[config.mk]
export PLATFORM = sky130hd
export DESIGN_NAME = direction_speed_vector_top
export DESIGN_NICKNAME = d
export VERILOG_FILES = /design/src/hw/rtl/dsv_pkg.sv /design/src/hw/rtl/direction_speed_vector_top.sv
export SDC_FILE = /design/constraint.sdc
export NUM_CORES = 1
export LEC_CHECK = 0
export ABC_AREA = 1
export BUFFER_PORTS_ARGS = -buffer_cell sky130_fd_sc_hd__buf_2
export CAP_MARGIN = 20
export CORE_ASPECT_RATIO = 1.4
export CORE_MARGIN = 2
export CORE_UTILIZATION = 35
export DETAILED_ROUTE_END_ITERATION = 7
export HOLD_SLACK_MARGIN = 0.08
export RECOVER_POWER = 50
export SYNTH_ARGS = -nofsm -noshare
export SYNTH_HDL_FRONTEND = slang
export SYNTH_SLANG_ARGS = --single-unit
export TNS_END_PERCENT = 10
[constraint.sdc]
create_clock -name clk_i -period 5.7 [get_ports clk_i]
set_input_delay 0 -clock clk_i [delete_from_list [all_inputs] [get_ports clk_i]]
set_output_delay 0 -clock clk_i [all_outputs]
set_load 0.05 [all_outputs]
[src/hw/rtl/dsv_pkg.sv]
// shared widths and direction table for the direction/speed velocity block
`timescale 1ns / 1ps
`default_nettype none

package dsv_pkg;

  localparam int DELTA_WIDTH = 16;
  localparam int SPEED_WIDTH = 8;
  localparam int VEL_WIDTH   = 9;
  localparam int ENTRY_WIDTH = 8;
  localparam int QUOT_WIDTH  = 4;
  localparam int PROD_WIDTH  = SPEED_WIDTH + ENTRY_WIDTH;
  // holds 15 * min, and the divisor shifted up by three
  localparam int REM_WIDTH   = DELTA_WIDTH + QUOT_WIDTH;
  localparam int OUT_SHIFT   = 7;

  localparam int S_TDATA_WIDTH = 2 * DELTA_WIDTH + SPEED_WIDTH;
  localparam int S_TDATA_BYTES = (S_TDATA_WIDTH + 7) / 8;
  localparam int M_TDATA_WIDTH = 2 * VEL_WIDTH;
  localparam int M_TDATA_BYTES = (M_TDATA_WIDTH + 7) / 8;

  // index is {scaled y, scaled x}
  localparam logic [ENTRY_WIDTH-1:0] DIR_TABLE_X [256] = '{
     90,128,128,128,128,128,128,128,128,128,128,128,128,128,128,128,
      0, 90,114,121,124,125,126,126,127,127,127,127,127,127,127,127,
      0, 57, 90,106,114,118,121,123,124,124,125,125,126,126,126,126,
      0, 40, 71, 90,102,109,114,117,119,121,122,123,124,124,125,125,
      0, 31, 57, 76, 90, 99,106,111,114,116,118,120,121,122,123,123,
      0, 25, 47, 65, 79, 90, 98,104,108,111,114,116,118,119,120,121,
      0, 21, 40, 57, 71, 81, 90, 97,102,106,109,112,114,116,117,118,
      0, 18, 35, 50, 63, 74, 83, 90, 96,101,104,107,110,112,114,115,
      0, 15, 31, 44, 57, 67, 76, 84, 90, 95, 99,103,106,109,111,112,
      0, 14, 27, 40, 51, 62, 71, 78, 85, 90, 95, 99,102,105,107,109,
      0, 12, 25, 36, 47, 57, 65, 73, 79, 85, 90, 94, 98,101,104,106,
      0, 11, 22, 33, 43, 52, 61, 68, 75, 81, 86, 90, 94, 97,100,103,
      0, 10, 21, 31, 40, 49, 57, 64, 71, 76, 81, 86, 90, 94, 97, 99,
      0,  9, 19, 28, 37, 45, 53, 60, 67, 72, 78, 82, 86, 90, 93, 96,
      0,  9, 18, 26, 35, 43, 50, 57, 63, 69, 74, 79, 83, 87, 90, 93,
      0,  8, 16, 25, 32, 40, 47, 54, 60, 65, 71, 75, 79, 83, 87, 90
  };

  localparam logic [ENTRY_WIDTH-1:0] DIR_TABLE_Y [256] = '{
     90,  0,  0,  0,  0,  0,  0,  0,  0,  0,  0,  0,  0,  0,  0,  0,
    128, 90, 57, 40, 31, 25, 21, 18, 15, 14, 12, 11, 10,  9,  9,  8,
    128,114, 90, 71, 57, 47, 40, 35, 31, 27, 25, 22, 21, 19, 18, 16,
    128,121,106, 90, 76, 65, 57, 50, 44, 40, 36, 33, 31, 28, 26, 25,
    128,124,114,102, 90, 79, 71, 63, 57, 51, 47, 43, 40, 37, 35, 32,
    128,125,118,109, 99, 90, 81, 74, 67, 62, 57, 52, 49, 45, 43, 40,
    128,126,121,114,106, 98, 90, 83, 76, 71, 65, 61, 57, 53, 50, 47,
    128,126,123,117,111,104, 97, 90, 84, 78, 73, 68, 64, 60, 57, 54,
    128,127,124,119,114,108,102, 96, 90, 85, 79, 75, 71, 67, 63, 60,
    128,127,124,121,116,111,106,101, 95, 90, 85, 81, 76, 72, 69, 65,
    128,127,125,122,118,114,109,104, 99, 95, 90, 86, 81, 78, 74, 71,
    128,127,125,123,120,116,112,107,103, 99, 94, 90, 86, 82, 79, 75,
    128,127,126,124,121,118,114,110,106,102, 98, 94, 90, 86, 83, 79,
    128,127,126,124,122,119,116,112,109,105,101, 97, 94, 90, 87, 83,
    128,127,126,125,123,120,117,114,111,107,104,100, 97, 93, 90, 87,
    128,127,126,125,123,121,118,115,112,109,106,103, 99, 96, 93, 90
  };

endpackage

`default_nettype wire

[src/hw/rtl/direction_speed_vector_top.sv]
// direction/speed to velocity vector, six-stage pipeline with stream ports
`timescale 1ns / 1ps
`default_nettype none

// Takes a signed direction (delta_x, delta_y) and an unsigned speed and returns a
// velocity (vel_x, vel_y) of roughly that magnitude. The larger magnitude of the two
// direction components always scales to 15; the smaller one becomes
// floor(15*min/max), found by a four-step restoring division split over two
// stages. The pair addresses a 256-entry direction table, and each table byte is
// multiplied by the speed and shifted down by 7, flooring for negative components
// (a zero component counts as positive). A zero direction gives a zero velocity.
// The pipeline accepts one item every cycle while the result port is not stalled;
// each result passes through the six register stages (magnitude, compare,
// two division stages, table and multiply, sign and shift).
// Back-pressure on the result port stalls all stages together, so no item is
// dropped or repeated. There is no state beyond the pipeline itself.
module direction_speed_vector_top import dsv_pkg::*; (
  input  wire                         clk_i,
  input  wire                         rst_ni,
  input  wire                         s_axis_tvalid_i,
  output logic                        s_axis_tready_o,
  // delta_x [15:0], delta_y [31:16], speed [39:32]
  input  wire [8*S_TDATA_BYTES-1:0]   s_axis_tdata_i,
  output logic                        m_axis_tvalid_o,
  input  wire                         m_axis_tready_i,
  // vel_x [8:0], vel_y [17:9], zero fill above
  output logic [8*M_TDATA_BYTES-1:0]  m_axis_tdata_o
);

  // whole pipeline moves when the output register is free or being taken
  logic adv;
  assign adv             = !m_axis_tvalid_o || m_axis_tready_i;
  assign s_axis_tready_o = adv;

  logic s_acc;
  assign s_acc = s_axis_tvalid_i && adv;

  // unpack the input item
  logic [DELTA_WIDTH-1:0] delta_x, delta_y;
  logic [SPEED_WIDTH-1:0] speed;
  assign delta_x = s_axis_tdata_i[DELTA_WIDTH-1:0];
  assign delta_y = s_axis_tdata_i[2*DELTA_WIDTH-1:DELTA_WIDTH];
  assign speed   = s_axis_tdata_i[2*DELTA_WIDTH+SPEED_WIDTH-1:2*DELTA_WIDTH];

  // ---------------- stage 1: magnitudes and signs ----------------
  logic                   v1_q;
  logic [DELTA_WIDTH-1:0] ax1_q, ay1_q;
  logic                   nx1_q, ny1_q;
  logic [SPEED_WIDTH-1:0] spd1_q;
  logic [DELTA_WIDTH-1:0] ax1_d, ay1_d;

  // most negative input gives 2^(DELTA_WIDTH-1), exact as unsigned
  assign ax1_d = delta_x[DELTA_WIDTH-1] ? (~delta_x + 1'b1) : delta_x;
  assign ay1_d = delta_y[DELTA_WIDTH-1] ? (~delta_y + 1'b1) : delta_y;

  // ---------------- stage 2: max/min, dividend 15*min ----------------
  logic                   v2_q;
  logic [REM_WIDTH-1:0]   rem2_q;
  logic [DELTA_WIDTH-1:0] max2_q;
  logic                   xbig2_q, zero2_q;
  logic                   nx2_q, ny2_q;
  logic [SPEED_WIDTH-1:0] spd2_q;
  logic                   xbig2_d;
  logic [DELTA_WIDTH-1:0] max2_d, min2_d;
  logic [REM_WIDTH-1:0]   rem2_d;

  assign xbig2_d = ax1_q >= ay1_q;
  assign max2_d  = xbig2_d ? ax1_q : ay1_q;
  assign min2_d  = xbig2_d ? ay1_q : ax1_q;
  assign rem2_d  = (REM_WIDTH'(min2_d) << QUOT_WIDTH) - REM_WIDTH'(min2_d);

  // ---------------- stage 3: quotient bits 3 and 2 ----------------
  logic                   v3_q;
  logic [REM_WIDTH-1:0]   rem3_q;
  logic [1:0]             qhi3_q;
  logic [DELTA_WIDTH-1:0] max3_q;
  logic                   xbig3_q, zero3_q;
  logic                   nx3_q, ny3_q;
  logic [SPEED_WIDTH-1:0] spd3_q;
  logic [REM_WIDTH-1:0]   dv2, r3a, rem3_d;
  logic [1:0]             qhi3_d;

  assign dv2 = REM_WIDTH'(max2_q);

  always_comb begin
    r3a = rem2_q;
    qhi3_d = '0;
    if (r3a >= (dv2 << 3)) begin
      r3a = r3a - (dv2 << 3);
      qhi3_d[1] = 1'b1;
    end
    rem3_d = r3a;
    if (r3a >= (dv2 << 2)) begin
      rem3_d = r3a - (dv2 << 2);
      qhi3_d[0] = 1'b1;
    end
  end

  // ---------------- stage 4: quotient bits 1 and 0 ----------------
  logic                   v4_q;
  logic [QUOT_WIDTH-1:0]  sx4_q, sy4_q;
  logic                   zero4_q;
  logic                   nx4_q, ny4_q;
  logic [SPEED_WIDTH-1:0] spd4_q;
  logic [REM_WIDTH-1:0]   dv3, r4a;
  logic [1:0]             qlo4;
  logic [QUOT_WIDTH-1:0]  q4;

  assign dv3 = REM_WIDTH'(max3_q);

  always_comb begin
    r4a  = rem3_q;
    qlo4 = '0;
    if (r4a >= (dv3 << 1)) begin
      r4a = r4a - (dv3 << 1);
      qlo4[1] = 1'b1;
    end
    if (r4a >= dv3) begin
      qlo4[0] = 1'b1;
    end
  end

  assign q4 = {qhi3_q, qlo4};

  // ---------------- stage 5: table lookup and multiply ----------------
  logic                   v5_q;
  logic [PROD_WIDTH-1:0]  px5_q, py5_q;
  logic                   zero5_q;
  logic                   nx5_q, ny5_q;
  logic [7:0]             tab_idx;
  logic [ENTRY_WIDTH-1:0] ex5, ey5;

  assign tab_idx = {sy4_q, sx4_q};
  assign ex5     = DIR_TABLE_X[tab_idx];
  assign ey5     = DIR_TABLE_Y[tab_idx];

  // ---------------- stage 6: sign, floor shift, output register ----------------
  logic [VEL_WIDTH-1:0]  vx6_d, vy6_d;
  logic [VEL_WIDTH-1:0]  vel_x_q, vel_y_q;
  logic [PROD_WIDTH-1:0] cx6, cy6;

  // floor of a negative product over 128 is minus its ceiling
  assign cx6 = px5_q + PROD_WIDTH'((1 << OUT_SHIFT) - 1);
  assign cy6 = py5_q + PROD_WIDTH'((1 << OUT_SHIFT) - 1);

  always_comb begin
    vx6_d = nx5_q ? (VEL_WIDTH'(0) - cx6[OUT_SHIFT+VEL_WIDTH-1:OUT_SHIFT])
                  : px5_q[OUT_SHIFT+VEL_WIDTH-1:OUT_SHIFT];
    vy6_d = ny5_q ? (VEL_WIDTH'(0) - cy6[OUT_SHIFT+VEL_WIDTH-1:OUT_SHIFT])
                  : py5_q[OUT_SHIFT+VEL_WIDTH-1:OUT_SHIFT];
    if (zero5_q) begin
      vx6_d = '0;
      vy6_d = '0;
    end
  end

  // valid bits
  always_ff @(posedge clk_i or negedge rst_ni) begin
    if (!rst_ni) begin
      v1_q            <= 1'b0;
      v2_q            <= 1'b0;
      v3_q            <= 1'b0;
      v4_q            <= 1'b0;
      v5_q            <= 1'b0;
      m_axis_tvalid_o <= 1'b0;
    end else if (adv) begin
      v1_q            <= s_acc;
      v2_q            <= v1_q;
      v3_q            <= v2_q;
      v4_q            <= v3_q;
      v5_q            <= v4_q;
      m_axis_tvalid_o <= v5_q;
    end
  end

  // payload, no reset
  always_ff @(posedge clk_i) begin
    if (adv) begin
      ax1_q   <= ax1_d;
      ay1_q   <= ay1_d;
      nx1_q   <= delta_x[DELTA_WIDTH-1];
      ny1_q   <= delta_y[DELTA_WIDTH-1];
      spd1_q  <= speed;

      rem2_q  <= rem2_d;
      max2_q  <= max2_d;
      xbig2_q <= xbig2_d;
      zero2_q <= (max2_d == '0);
      nx2_q   <= nx1_q;
      ny2_q   <= ny1_q;
      spd2_q  <= spd1_q;

      rem3_q  <= rem3_d;
      qhi3_q  <= qhi3_d;
      max3_q  <= max2_q;
      xbig3_q <= xbig2_q;
      zero3_q <= zero2_q;
      nx3_q   <= nx2_q;
      ny3_q   <= ny2_q;
      spd3_q  <= spd2_q;

      // larger component always scales to 15
      sx4_q   <= xbig3_q ? {QUOT_WIDTH{1'b1}} : q4;
      sy4_q   <= xbig3_q ? q4 : {QUOT_WIDTH{1'b1}};
      zero4_q <= zero3_q;
      nx4_q   <= nx3_q;
      ny4_q   <= ny3_q;
      spd4_q  <= spd3_q;

      px5_q   <= spd4_q * ex5;
      py5_q   <= spd4_q * ey5;
      zero5_q <= zero4_q;
      nx5_q   <= nx4_q;
      ny5_q   <= ny4_q;

      vel_x_q <= vx6_d;
      vel_y_q <= vy6_d;
    end
  end

  assign m_axis_tdata_o = {{(8*M_TDATA_BYTES-M_TDATA_WIDTH){1'b0}}, vel_y_q, vel_x_q};

endmodule

`default_nettype wire

# Word-level counts from Yosys, hierarchy flattened
# Memory sizes are Yosys's and may differ from the RTL's.
# Index checks and enable logic that the tools add are counted.
# totals
ff_bits	218
rom_bits	4096
in_bits	44
out_inout_bits	26
mem_count	2
# mem_list
memory	depth	width	read_ports	rd_ports_with_merged_regs	wr	line_no	source
(name not given)	256	8	1	0	0	direction_speed_vector_top.sv:135	assign ey5 = DIR_TABLE_Y[tab_idx];
(name not given)	256	8	1	0	0	direction_speed_vector_top.sv:134	assign ex5 = DIR_TABLE_X[tab_idx];
# classes
addsub	10
multipliers	2
order_cmp	6
muxes	17
bitwise	3
reduce_logical	4
# op_table
cell	n
two-way mux 20 bit	3
adder 16 x 1 -> 16 bit, second input constant	2
adder 16 x 7 -> 16 bit, second input constant	2
multiplier 8 x 8 -> 16 bit	2
two-way mux 16 bit	2
two-way mux 8 bit	4
NOT 16 bit	2
two-way mux 15 bit	2
greater-or-equal comparator 20 x 16 -> 1 bit	1
greater-or-equal comparator 20 x 17 -> 1 bit	1
greater-or-equal comparator 20 x 18 -> 1 bit	1
greater-or-equal comparator 20 x 19 -> 1 bit	1
subtractor 20 x 16 -> 20 bit	1
subtractor 20 x 17 -> 20 bit	1
subtractor 20 x 18 -> 20 bit	1
subtractor 20 x 19 -> 20 bit	1
two-way mux 9 bit	2
subtractor 1 x 9 -> 9 bit, first input constant	2
greater-or-equal comparator 16 bit	1
logical NOT 16 bit	1
greater-or-equal comparator 9 bit, second input constant	1
NOT 8 -> 9 bit	1
two-way mux 1 bit	4
logical AND 1 bit	1
2 further kinds	2

# Depth between registers and ports, before layout
# Gate-level depths: netlist of run 1.
# logic_depth
ltp_word	5
depth_mapped	34
mapped_depth_nobuf	32

# Worst setup path before layout of run 1
# No wires, ideal clock.
# synth_timing
path_kind	reg2reg
startpoint	reg m_axis_tvalid_o
endpoint	reg v1_q
setup_time_ns	0.091
arrival_ns	6.298
required_ns	5.609
setup_slack_ns	-0.689
stages_incl_launch_ff	3
path_buffers	0
path_cell_list	dfrtp_1 > nand2_1 > mux2_2
# synth_between
elab_chain_cells	3
# synth_rtl
element	line_no	source
start: declaration	direction_speed_vector_top.sv:24	output logic m_axis_tvalid_o,
start signal: assignment	direction_speed_vector_top.sv:172	m_axis_tvalid_o <= v5_q;
logical NOT 1 bit (*)	direction_speed_vector_top.sv:32	assign adv = !m_axis_tvalid_o || m_axis_tready_i;
logical OR 1 bit (*)	direction_speed_vector_top.sv:32	
net s_axis_tready_o	direction_speed_vector_top.sv:21	output logic s_axis_tready_o,
logical AND 1 bit	direction_speed_vector_top.sv:36	assign s_acc = s_axis_tvalid_i && adv;
end signal: assignment	direction_speed_vector_top.sv:160	v1_q <= 1'b0;
end signal: assignment	direction_speed_vector_top.sv:167	v1_q <= s_acc;
end: declaration	direction_speed_vector_top.sv:46	logic v1_q;
# The timed path passes the listed nets; every way through them passes the cells marked *.
# A chain may end at the register's enable or synchronous reset.

# Worst setup path in the final report of run 1
# layout_timing
startpoint	reg sx4_q[1]
endpoint	reg py5_q[15] (data pin)
# layout_between
elab_chain_cells	5
# layout_rtl
element	line_no	source
start: declaration	direction_speed_vector_top.sv:101	logic [QUOT_WIDTH-1:0] sx4_q, sy4_q;
start signal: assignment	direction_speed_vector_top.sv:203	sx4_q <= xbig3_q ? {QUOT_WIDTH{1'b1}} : q4;
NOT 8 -> 9 bit (not written as such)	direction_speed_vector_top.sv:135	
memory read (256 x 8 bit)	--	
two-way mux 8 bit (not written as such) (2 in a row)	direction_speed_vector_top.sv:135	
multiplier 8 x 8 -> 16 bit	direction_speed_vector_top.sv:211	py5_q <= spd4_q * ey5;
end signal: assignment	direction_speed_vector_top.sv:211	
end: declaration	direction_speed_vector_top.sv:127	logic [PROD_WIDTH-1:0] px5_q, py5_q;
# No other way between the ends. The select of a mux whose other input is x is not followed.

==> flow_summary.json, run 1 <==
{
  "place_inst": 3934,
  "synth_edf_count": 212,
  "worstSetupPathType": "flip-flop to flip-flop",
  "cts_buffers": 25,
  "max_stage_delay_ps": 510,
  "placed_cell_area_sq_um": 25000,
  "track_usage_pct": 25.3,
  "cp-start-kind": "flip-flop",
  "finClkSkew_ps": 11.9,
  "coreArea_sq_um": 59800,
  "synth_seq_area_share_pct": 30.8,
  "hold_class": "input port to flip-flop",
  "grt_remaining_overflow": 0,
  "netlist_instances": 2763,
  "max_slew.worst_pin.slew_ps": 4070,
  "htreeDepth": 1,
  "cts_tree": "done",
  "setup_viol_count_final": 4,
  "grt_pass1_vias": 21400,
  "rows": 106,
  "clkLatencyLatePin_ps": 570,
  "gp_congestion": 1.06,
  "die-height_um": 295,
  "viasPerCell": 5.08,
  "ys_types": 62,
  "cp_slowest_cell": "fa_1",
  "yosysTopAreaCellShare_pct": 30.1,
  "violations": "max-capacitance violations, max-slew violations, negative setup slack",
  "synth_flop_cell": "edfxtp_1",
  "final_cells": 4078,
  "grt_pass1_wl_mm": 120,
  "min_period_ps": 5740,
  "drc": 0,
  "cap_viol_max_count": 1,
  "clock-sinks": 218,
  "grt_max_degree": 119,
  "synth_area_leaders": "edfxtp_1, ha_1, nand2_1",
  "drive_above_1_share_pct": 22.3,
  "synth_area_sq_um": 21200,
  "fmax_ghz": 0.174,
  "ios": 70,
  "crit_fanout": 5,
  "wirelength_mm": 78.3,
  "place_hpwl_mm": 61.7,
  "crit_required_ps": 6010,
  "avgSynthCellArea_sq_um": 7.66,
  "async_flop_share_pct": 2.75,
  "drtPass1Iterations": 6,
  "postRouteAntennaNets": 0,
  "start_util_pct": 35.4,
  "clockBufferDepth": 3,
  "crit_buf_inv": 8,
  "final_max_slew_viol_count": 103,
  "rsz0062_at_grt": "yes",
  "grt_antenna_before_repair": 0,
  "timing.final.crit_share_pct": 101,
  "wl_per_cell_um": 19.2,
  "yosys.area.top_type": "edfxtp_1",
  "ys_warn_count": 0,
  "cp-end-kind": "flip-flop",
  "cp_data_arrival_time_ps": 6050,
  "outcome": "complete, but fails checks",
  "critPathMostFrequentCell": "fa_1",
  "die_x_um": 212,
  "finalHoldViolCount": 0,
  "clk_pin_slew_ps": 60,
  "via_count": 20700,
  "final_nets": 3553,
  "slew_headroom_pct": -172,
  "tns_ps": -67.9,
  "root_buffer": "clkbuf_16",
  "dieArea_sq_um": 62500,
  "numPortBuffers": 63,
  "design_area_sq_um": 27700,
  "synth_seq_cells": 218,
  "hold_slack_ps": 173,
  "cp_top_family": "adder cells",
  "syn2layout_area_growth_pct": 31.0,
  "fin_ws_ps": -36.3,
  "first_iter_violations": 1244,
  "diodes": 0
}
## worst paths after layout
| path | startpoint | end | slack [ps] | depth (start not counted) |
|---|---|---|---|---|
| setup / recovery | sx4_q[1] | py5_q[15] | -40 | 28 |
| hold / removal | s_axis_tdata_i[37] | spd1_q[5] | 170 | 2 |
| setup reg to reg | sx4_q[1] | py5_q[15] | -40 | 28 |
| hold reg to reg | zero4_q | zero5_q | 410 | 0 |
| max in group asynchronous | rst_ni | v4_q | 5120 | 3 |
| min in group asynchronous | rst_ni | v1_q | 370 | 3 |
## stage by stage
step / setup WS [ps] / util (%)
3_5_place_dp: -624 / 41.8
5_1_grt: -258 / 46.4
4_1_cts: -16.3 / 45.8
3_3_place_gp: -708 / 41.8
6_report: -36.3 / 46.4
2_1_floorplan: -237 / -
## cells in the final DEF (no fill, tap or decap), types with 22 or more instances in the layout
master / count
buf_6: 22
clkbuf_16: 25
fa_1: 70
ha_1: 166
nor2_2: 24
inv_1: 383
nor3_1: 36
nand4_1: 49
nand2_2: 38
buf_2: 36
inv_2: 41
nand3_1: 113
clkbuf_1: 28
edfxtp_1: 212
xor2_1: 76
o21ai_0: 168
a21oi_1: 162
o21ai_1: 37
xnor2_1: 39
buf_4: 374
dlygate4sd3_1: 65
nand2_1: 551
nor2_1: 247
## cells by family (layout without fill, tap and decap cells)
| group | after synthesis | count (layout) | synth area share, % |
|---|---|---|---|
| AND/OR/NAND/NOR | 1132 | 1132 | 22.6 |
| AO/OA/AOI/OAI | 522 | 522 | 14.0 |
| buffers and inverters | 512 | 1012 | 9.65 |
| adder cells (fa/ha/maj) | 259 | 259 | 18.0 |
| flip-flops | 218 | 218 | 30.8 |
| XOR/XNOR | 115 | 115 | 4.76 |
| multiplexers | 4 | 4 | 0.213 |
| other | 1 | 6 | 0.0177 |
## per-layer routing
metal  global-route usage [%]  part of all wire, %
met1                     26.1                   36
met2                     45.9                   50
met3                     3.87                  5.3
met4                     19.4                  9.1
met5                        0                    0
## synth_stat cells, drive strengths merged (2+ instances only)
cell       n
a21oi    186
nor3      41
a211oi     5
a221oi     4
nand2    602
a311oi     4
nor3b      4
a31oi     17
nor4      10
nor2     286
and3       3
o2111ai    5
clkbuf    37
xnor2     39
o21ai    221
o21bai     7
dfrtp      6
clkinv     4
o221ai     8
buf       42
or2        4
a21boi     4
o21a       6
edfxtp   212
o22ai      6
xor2      76
o211ai    20
a32oi      2
o31ai      6
nand3    125
inv      429
o311ai     8
nand4     50
fa        75
a21o       9
mux2       4
nand3b     5
ha       184
## state kept, by name, indices dropped and copies added, names as in the netlist, 9 cells and up
register / flops
max2_q: 16
py5_q: 16
vel_x_q: 9
rem2_q: 20
rem3_q: 20
ay1_q: 16
vel_y_q: 9
ax1_q: 16
max3_q: 16
px5_q: 16
## what timing repair did
action                                  CTS  global route
endpoints found under the hold margin    49             0
buffers inserted                         29             6
hold buffers                             65             0
pin swaps                                95           103
gates resized for setup                 205           103
endpoints found under the setup margin   15            16
## final cells by class
type                       instances  area (sq um)
fill                            5936         32100
multi-input combinational       2038         13500
sequential                       218          6520
timing repair buffer             534          4190
inverter                         433          1640
tap                              810          1010
clock buffer                      26           629
clock inverter                    19           208
Power of run 1 is left out: the tool's default activity adds up to more than one toggle a clock period on the data nets, which glitch-free logic cannot reach.
==> inputs of run 2 (changes only) <==
--- a/config.mk
+++ b/config.mk
@@ -13,6 +13,7 @@
 export CORE_UTILIZATION = 35
 export DETAILED_ROUTE_END_ITERATION = 7
 export HOLD_SLACK_MARGIN = 0.08
+export MAX_ROUTING_LAYER = met4
 export RECOVER_POWER = 50
 export SYNTH_ARGS = -nofsm -noshare
 export SYNTH_HDL_FRONTEND = slang
==> run 2 against run 1 <==
Global-route usage grew 0.48 points. Highest routed layer unchanged. The flow still finishes with violations (max-capacitance violations, max-slew violations, negative setup slack). Register-to-register slack lost 190 ps. Largest cell class unchanged. Flip-flop and latch count is the same. Count of clock-buffer cells in the layout grew 3. Non-clock buffer count grew 3.
==> flow_summary.json, run 2 (synthesized netlist as in run 1, its figures left out) <==
{
  "setup_viol_count_final": 5,
  "die_x_um": 212,
  "cp_slowest_cell": "fa_1",
  "grt_pass1_vias": 21200,
  "timing.final.crit_share_pct": 104,
  "coreArea_sq_um": 59800,
  "root_buffer": "clkbuf_16",
  "grt_remaining_overflow": 0,
  "die-height_um": 295,
  "drc": 0,
  "r2r_slack_ps": -220,
  "numPortBuffers": 63,
  "fmax_ghz": 0.169,
  "final_nets": 3557,
  "outcome": "complete, but fails checks",
  "post-place-ws_ps": -598,
  "max_slew.worst_pin.slew_ps": 3440,
  "clock-sinks": 218,
  "postRouteAntennaNets": 0,
  "critPathMostFrequentCell": "nand2_1",
  "htreeDepth": 1,
  "wl_per_cell_um": 19.1,
  "via_count": 20900,
  "min_period_ps": 5920,
  "grt_max_degree": 136,
  "fin_ws_ps": -223,
  "grt_antenna_before_repair": 1,
  "crit_fanout": 6,
  "clkLatencyLatePin_ps": 560,
  "r2r.worst_path.cells": 31,
  "most-common-layout-cells": "nand2_1, inv_1, buf_4, nor2_1, edfxtp_1",
  "cp-end-kind": "flip-flop",
  "worstSetupPathType": "flip-flop to flip-flop",
  "start_util_pct": 35.4,
  "viasPerCell": 5.12,
  "cap_viol_max_count": 1,
  "ios": 70,
  "hold_class": "input port to flip-flop",
  "first_iter_violations": 1234,
  "max_stage_delay_ps": 540,
  "clockBufferDepth": 3,
  "cp-start-kind": "flip-flop",
  "rows": 106,
  "syn2layout_area_growth_pct": 30.7,
  "finalHoldViolCount": 0,
  "rsz0062_at_grt": "yes",
  "wirelength_mm": 78.0,
  "crit_required_ps": 6010,
  "reg_top3": "rem2_q (20), rem3_q (20)",
  "final_max_slew_viol_count": 86,
  "place_hpwl_mm": 62.0,
  "slew_headroom_pct": -129,
  "track_usage_pct": 25.8,
  "violations": "max-capacitance violations, max-slew violations, negative setup slack",
  "clk_pin_slew_ps": 60,
  "cts_tree": "done",
  "fin_util_pct": 46.3,
  "whs_path_depth": 2,
  "grt_pass1_wl_mm": 118,
  "layout_commonest_cell": "nand2_1",
  "cp_data_arrival_time_ps": 6230,
  "gp_congestion": 1.05,
  "dieArea_sq_um": 62500,
  "cts_buffers": 26,
  "drive_above_1_share_pct": 21.9,
  "drtPass1Iterations": 8,
  "finClkSkew_ps": 15.6
}
-- run 2: critical path, delay by kind of cell (launching register included) --
kind	cells	cell delay [ps]
DFF	1	440
AOI/OAI and AO/OA	5	930
and+or+nand+nor	11	930
buffers and inverters	9	1090
adders and majority gates	5	2190
xor gates and xnor gates	1	80
-- run 2: stage by stage --
stage	cell area, sq um	hold slack, ps	std cells	setup TNS [ps]
after global placement	25100	-171	3950	-6900
final	27700	178	4086	-668
after global routing	27700	167	4086	-3110
after CTS	26900	146	4067	-1270
after detailed placement	25100	-172	3950	-6330
after floorplan	21200	-296	2768	-717
-- run 2: final cells by class --
type,instances,area [sq um]
clock inverters,19,233
inverters,433,1640
flip-flops and latches,218,6520
clock buffers,29,662
fillers,5915,32100
well taps,810,1010
repair buffers,537,4190
multi-input cells,2038,13400
diodes,2,5.00
-- run 2: path summary, 6_finish.rpt --
check,start,to
max in group asynchronous,rst_ni,v4_q
min in group asynchronous,rst_ni,v1_q
setup / recovery,sx4_q[1],py5_q[14]
setup reg to reg,sx4_q[1],py5_q[14]
hold / removal,s_axis_tdata_i[39],spd1_q[7]
hold reg to reg,spd3_q[0],spd4_q[0]
-- run 2: per-layer routing --
metal	vias to the layer above	global-route usage [%]	share of wire [%]
met5	-	-	0
met4	0	18.4	8.9
met3	342	3.24	4.9
met2	683	45.8	50
met1	9686	26.2	36
li1	10200	-	-
-- run 2: timing repair --
item	CTS	global route
hold buffers	64	0
pin swaps	14	111
setup endpoints to repair	17	18
setup buffers	4	18
endpoints found under the hold margin	49	0
cloned	1	0
resized for setup	65	202
Power of run 2 is left out for the same reason.
